==> src/rtl/xsfd_pkg.sv <==
package xsfd_pkg;

	localparam int TABLE_ENTRIES = 1024;
	localparam int COUNT_BITS    = 32;
	localparam int IDX_BITS      = $clog2(TABLE_ENTRIES);
	localparam int CMP_BITS      = (COUNT_BITS > 32) ? COUNT_BITS : 32;

	localparam logic [15:0] ETH_BYTES       = 16'd14;
	localparam logic [15:0] IP_MIN_BYTES    = 16'd20;
	localparam logic [15:0] TCP_MIN_BYTES   = 16'd20;
	localparam logic [7:0]  PROTO_TCP       = 8'd6;
	localparam logic [5:0]  XMAS_PATTERN    = 6'h29;
	localparam logic [31:0] THRESHOLD_RESET = 32'd100;

	typedef enum logic [1:0] {
		S_CLEAR,
		S_IDLE,
		S_LOOK
	} state_t;

	// one classified frame handed from front to back
	typedef struct packed {
		logic        is_xmas;
		logic [31:0] addr;
	} item_t;

	// one table entry
	typedef struct packed {
		logic                  valid;
		logic                  blocked;
		logic [COUNT_BITS-1:0] count;
		logic [31:0]           addr;
	} slot_t;

	typedef struct packed {
		logic        is_xmas;
		logic [31:0] source_count;
		logic        blocked;
		logic        newly_blocked;
		logic        table_full;
	} result_t;

	localparam int SLOT_BITS = $bits(slot_t);

	// fold the address onto the table index
	function automatic logic [IDX_BITS-1:0] addr_hash(input logic [31:0] a);
		logic [IDX_BITS-1:0] h;
		h = '0;
		for (int i = 0; i < 32; i++) begin
			h[i % IDX_BITS] = h[i % IDX_BITS] ^ a[i];
		end
		return h;
	endfunction

endpackage

==> src/rtl/xsfd_ifs.sv <==
interface xsfd_frame_if;
	logic        valid;
	logic        ready;
	logic [15:0] packet_length;
	logic [3:0]  ip_header_words;
	logic [7:0]  ip_protocol;
	logic [5:0]  tcp_flag_bits;
	logic [31:0] source_address;

	modport source (output valid, packet_length, ip_header_words, ip_protocol,
		tcp_flag_bits, source_address, input ready);
	modport sink (input valid, packet_length, ip_header_words, ip_protocol,
		tcp_flag_bits, source_address, output ready);
endinterface


==> src/rtl/xsfd_front.sv <==
module xsfd_front
	import xsfd_pkg::*;
(
	input  logic         clk,
	input  logic         arst_n,
	xsfd_frame_if.sink   frame,
	output logic         q_valid,
	output item_t        q_item,
	input  logic         q_pop
);

	item_t       slot_q [2];
	logic        wr_ptr_q;
	logic        rd_ptr_q;
	logic [1:0]  fill_q;
	logic        push;
	logic        len_ok;
	logic        tcp_ok;
	logic [16:0] tcp_end;
	item_t       item_in;

	// classify the header
	always_comb begin
		tcp_end = 17'(ETH_BYTES) + 17'(TCP_MIN_BYTES) + {11'd0, frame.ip_header_words, 2'b00};
		len_ok  = frame.packet_length >= (ETH_BYTES + IP_MIN_BYTES);
		tcp_ok  = {1'b0, frame.packet_length} >= tcp_end;
		item_in.is_xmas = len_ok && tcp_ok && (frame.ip_protocol == PROTO_TCP)
			&& (frame.tcp_flag_bits == XMAS_PATTERN);
		item_in.addr = frame.source_address;
	end

	assign frame.ready = (fill_q != 2'd2);
	assign push        = frame.valid && frame.ready;
	assign q_valid     = (fill_q != 2'd0);
	assign q_item      = slot_q[rd_ptr_q];

	always_ff @(posedge clk) begin
		if (push) begin
			slot_q[wr_ptr_q] <= item_in;
		end
	end

	always_ff @(posedge clk or negedge arst_n) begin
		if (!arst_n) begin
			wr_ptr_q <= 1'b0;
			rd_ptr_q <= 1'b0;
			fill_q   <= 2'd0;
		end else begin
			if (push) begin
				wr_ptr_q <= ~wr_ptr_q;
			end
			if (q_pop) begin
				rd_ptr_q <= ~rd_ptr_q;
			end
			fill_q <= fill_q + {1'b0, push} - {1'b0, q_pop};
		end
	end

endmodule

==> src/flat_wrapper.sv <==
// flat-port wrapper written by rule: the top's interface ports become plain ports
module xsfd_front_flat import xsfd_pkg::*;
  (clk, arst_n, q_valid, q_item, q_pop, frame_valid, frame_packet_length, frame_ip_header_words, frame_ip_protocol, frame_tcp_flag_bits, frame_source_address, frame_ready);
  xsfd_frame_if frame_i ();
  input  logic clk;
  input  logic arst_n;
  output logic q_valid;
  output item_t q_item;
  input  logic q_pop;
  input wire logic [$bits(frame_i.valid)-1:0] frame_valid;
  input wire logic [$bits(frame_i.packet_length)-1:0] frame_packet_length;
  input wire logic [$bits(frame_i.ip_header_words)-1:0] frame_ip_header_words;
  input wire logic [$bits(frame_i.ip_protocol)-1:0] frame_ip_protocol;
  input wire logic [$bits(frame_i.tcp_flag_bits)-1:0] frame_tcp_flag_bits;
  input wire logic [$bits(frame_i.source_address)-1:0] frame_source_address;
  output wire logic [$bits(frame_i.ready)-1:0] frame_ready;
  assign frame_i.valid = frame_valid;
  assign frame_i.packet_length = frame_packet_length;
  assign frame_i.ip_header_words = frame_ip_header_words;
  assign frame_i.ip_protocol = frame_ip_protocol;
  assign frame_i.tcp_flag_bits = frame_tcp_flag_bits;
  assign frame_i.source_address = frame_source_address;
  assign frame_ready = frame_i.ready;
  xsfd_front u_core (.clk(clk), .arst_n(arst_n), .frame(frame_i), .q_valid(q_valid), .q_item(q_item), .q_pop(q_pop));
endmodule
==> config.mk <==
export PLATFORM = sky130hd
export DESIGN_NAME = xsfd_front_flat
export DESIGN_NICKNAME = d
export VERILOG_FILES = /design/src/rtl/xsfd_pkg.sv /design/src/rtl/xsfd_ifs.sv /design/src/rtl/xsfd_front.sv /design/src/flat_wrapper.sv
export SDC_FILE = /design/constraint.sdc
export NUM_CORES = 1
export LEC_CHECK = 0
export ABC_AREA = 1
export BUFFER_PORTS_ARGS = -buffer_cell sky130_fd_sc_hd__buf_2
export CAP_MARGIN = 5
export CORE_AREA = 5 5 84 86
export DETAILED_ROUTE_END_ITERATION = 12
export DIE_AREA = 0 0 89 91
export HOLD_SLACK_MARGIN = 0.15
export PLACE_DENSITY = 0.8
export SYNTH_ARGS = -nofsm -noshare
export SYNTH_HDL_FRONTEND = slang
export SYNTH_SLANG_ARGS = --single-unit
==> constraint.sdc <==
create_clock -name clk -period 3.1 [get_ports clk]
set_clock_uncertainty 0.1 [all_clocks]
set_input_delay 0.62 -clock clk [delete_from_list [all_inputs] [get_ports clk]]
set_output_delay 0.62 -clock clk [all_outputs]
set_load 0.02 [all_outputs]
==> results.json <==
{
  "status": "completed",
  "maxCapViolCount": 0,
  "syn_nets": 262,
  "r2r_slack_ns": 1.39,
  "relSlewSlack_pct": 68.20,
  "gp_congestion": 0.7242,
  "hold_class": "input pin to flip-flop",
  "r2r_start": "u_core.fill_q[1]",
  "yosysTopAreaCell": "edfxtp_1",
  "cts_tree": "yes",
  "grt_usage_pct": 13.29,
  "numCtsBuffers": 9,
  "leakagePower_nw": 1.700,
  "drc_errors": 0,
  "area_growth_pct": 27.53,
  "viasPerCell": 4.614,
  "synth_top_family_by_area": "multiplexers",
  "ys_types": 16,
  "cts_resized": 0,
  "fp.coreArea_um2": 6205,
  "rsz0062_at_grt": "no",
  "crit_type": "flip-flop to output pin",
  "cts_buffer_depth": 2,
  "cts_root_buffer": "clkbuf_8",
  "synth-seq-area-share_pct": 69.10,
  "end_kind": "output pin",
  "hold_end": "u_core.slot_q[1][18]",
  "clk_pin_slew_ns": 0.07,
  "final_cell_count_no_fill": 381,
  "placedCellCount": 364,
  "pre_cts_slack_ns": 1.137,
  "port_buffers": 103,
  "nets": 376,
  "die_y_um": 91,
  "r2r-end": "u_core.slot_q[1][5]",
  "hold_depth": 1,
  "ys_ff_latch": 70,
  "worstHoldStart": "frame_source_address[18]",
  "ff2ff_path_depth": 4,
  "power.density_cell_area_nw_per_um2": 879.3,
  "yosys.area_share.adder_pct": 2.907,
  "die_w_um": 89,
  "placed_area_um2": 3617,
  "ioPinCount": 105,
  "final_antenna_net_count": 0,
  "initial_utilization_pct": 48.56,
  "avgSynthCellArea_um2": 16.29,
  "synth_compound_area_share_pct": 0.3322,
  "antenna_cells": 0,
  "path_max_fanout": 34,
  "synth.top_cell.area_share_pct": 65.78,
  "cts.sinks": 70,
  "cts_max_level": 3,
  "drv_slew": 0,
  "antenna_found_initial": 0,
  "grt_pass1_vias": 1844,
  "tightest_slew_ns": 0.4759,
  "period_minus_slack_ns": 2.212,
  "p_total_mw": 3.379,
  "critPathLaunchType": "flip-flop",
  "multiInputGateArea_um2": 795.8,
  "netlist_instances": 185,
  "cp_cell_sequence": "buf_12, mux2_2, buf_2",
  "fill_cells": 482,
  "finalCritPeriodShare_pct": 71.35,
  "crit_start": "u_core.rd_ptr_q",
  "critPathMaxStageDelay_ns": 0.38,
  "synthMuxAreaShare_pct": 15.95,
  "grt-ovfl-total": 0,
  "setup_viol": 0,
  "fp.dieArea_um2": 8099,
  "vias": 1758,
  "setup_tns_ns": 0,
  "ir_drop_mv": 0.4203,
  "fin_ws_ns": 0.8882,
  "cp.required_ns": 2.38,
  "regArea_um2": 2083,
  "clock_latency_ns": 0.32,
  "hpwlAfterDp_mm": 3.852,
  "rows": 29,
  "fmax_ghz": 0.4521,
  "stdcell_area_um2": 3842,
  "grt_pass1_wl_mm": 8.059,
  "avgRoutedWirePerCell_um": 13.37,
  "dr.pass1.iters": 3,
  "syn_area_um2": 3013,
  "grt_start_max_net_pins": 35,
  "wl_mm": 5.094,
  "synth_xor_area_share_pct": 0.8721,
  "drive_gt1_share_pct": 51.64,
  "yosysWarnings": 0,
  "synth_area_leaders": "edfxtp_1 (66%), mux2_4 (14%), dfrtp_1 (3.3%)",
  "crit_path_top_delay_cell": "dfrtp_2",
  "yosys.area_share.simple_pct": 5.855,
  "drt_iter0_markers": 28,
  "hold_viol_final": 0,
  "arrival_ns": 1.49
}
[per-layer routing]
metal / GRT usage [%] / wire, µm / vias up
met5: 0 / 0 / -
met4: 4.839 / 17 / 0
met3: 5.973 / 648 / 2
met2: 22.59 / 2577 / 82
met1: 14.44 / 1851 / 800
li1: - / - / 874
[stage by stage]
step	util [%]	hold WS (ns)
2_1_floorplan	-	0.2244
3_3_place_gp	58.30	0.3287
3_5_place_dp	58.30	0.3312
4_1_cts	61.93	0.3577
5_1_grt	61.93	0.3420
6_report	61.93	0.3793
[worst max-delay path: cells and delay by family (launching register included)]
family                 cells  cell delay (ns)
flip-flops                 1             0.38
buffers and inverters      2             0.42
multiplexers               1             0.36
[layout make-up]
cell class | count | share of cell area (%)
multi-input cells | 90 | 20.71
inverters | 21 | 2.051
flip-flops and latches | 70 | 54.22
repair buffers | 107 | 14.91
well taps | 77 | 2.507
clock buffers | 11 | 3.419
clock inverters | 5 | 2.182
[report_power, final]
group | switching (mW) | internal, mW | total (mW)
Combinational | 0.684 | 0.571 | 1.26
Clock | 0.311 | 0.455 | 0.766
Sequential | 0.0632 | 1.29 | 1.36
Total | 1.06 | 2.32 | 3.38
[sequential cells by signal (all words and copies together) (netlist names)]
signal,count
u_core.fill_q,2
u_core.wr_ptr_q,1
u_core.rd_ptr_q,1
u_core.slot_q,66
[cells in the mapped netlist]
cell / number
xnor2_1: 2
inv_1: 21
nand2_1: 21
buf_6: 1
a21oi_1: 2
nor2_1: 20
buf_12: 3
or2_0: 1
nand3_1: 2
edfxtp_1: 66
dfrtp_1: 4
mux2_2: 4
ha_1: 7
xor2_1: 1
mux2_4: 29
or2_2: 1
[placed cells by master (no fill, tap or decap)]
| master | count |
|---|---|
| dfrtp_2 | 1 |
| clkinvlp_4 | 2 |
| nor2_4 | 2 |
| dfrtp_1 | 3 |
| nand3_1 | 2 |
| mux2_2 | 4 |
| ha_1 | 7 |
| bufinv_16 | 2 |
| clkbuf_8 | 9 |
| buf_4 | 1 |
| buf_2 | 103 |
| inv_1 | 21 |
| buf_12 | 2 |
| or2_2 | 1 |
| nor2_1 | 18 |
| clkinv_4 | 1 |
| xor2_1 | 1 |
| edfxtp_1 | 66 |
| clkbuf_1 | 2 |
| nand2_1 | 21 |
| dlygate4sd3_1 | 1 |
| xnor2_1 | 2 |
| a21oi_1 | 2 |
| or2_0 | 1 |
| mux2_4 | 29 |
[logic make-up (layout without fill, tap and decap cells)]
| logic type | after synthesis | in the layout |
|---|---|---|
| simple gates | 45 | 45 |
| flops | 70 | 70 |
| buf+inv | 25 | 144 |
| mux | 33 | 33 |
| fa+ha+maj | 7 | 7 |
| xor+xnor | 3 | 3 |
| compound gates | 2 | 2 |
[worst max path at each step]
stage / end / slack (ns)
finish: q_item[0] / 0.89
global route: q_item[0] / 0.80
CTS: q_item[0] / 0.85
detailed placement: u_core.slot_q[1][10] / 1.14
global placement: u_core.slot_q[1][10] / 1.12
floorplan: u_core.slot_q[1][0] / 0.44
[what timing repair did]
action                                 in CTS  in global routing
endpoints found under the hold margin       4                  0
buffers inserted                            0                  0
hold buffers                                1                  0
No activity file was read; power rests on OpenSTA's default activity.
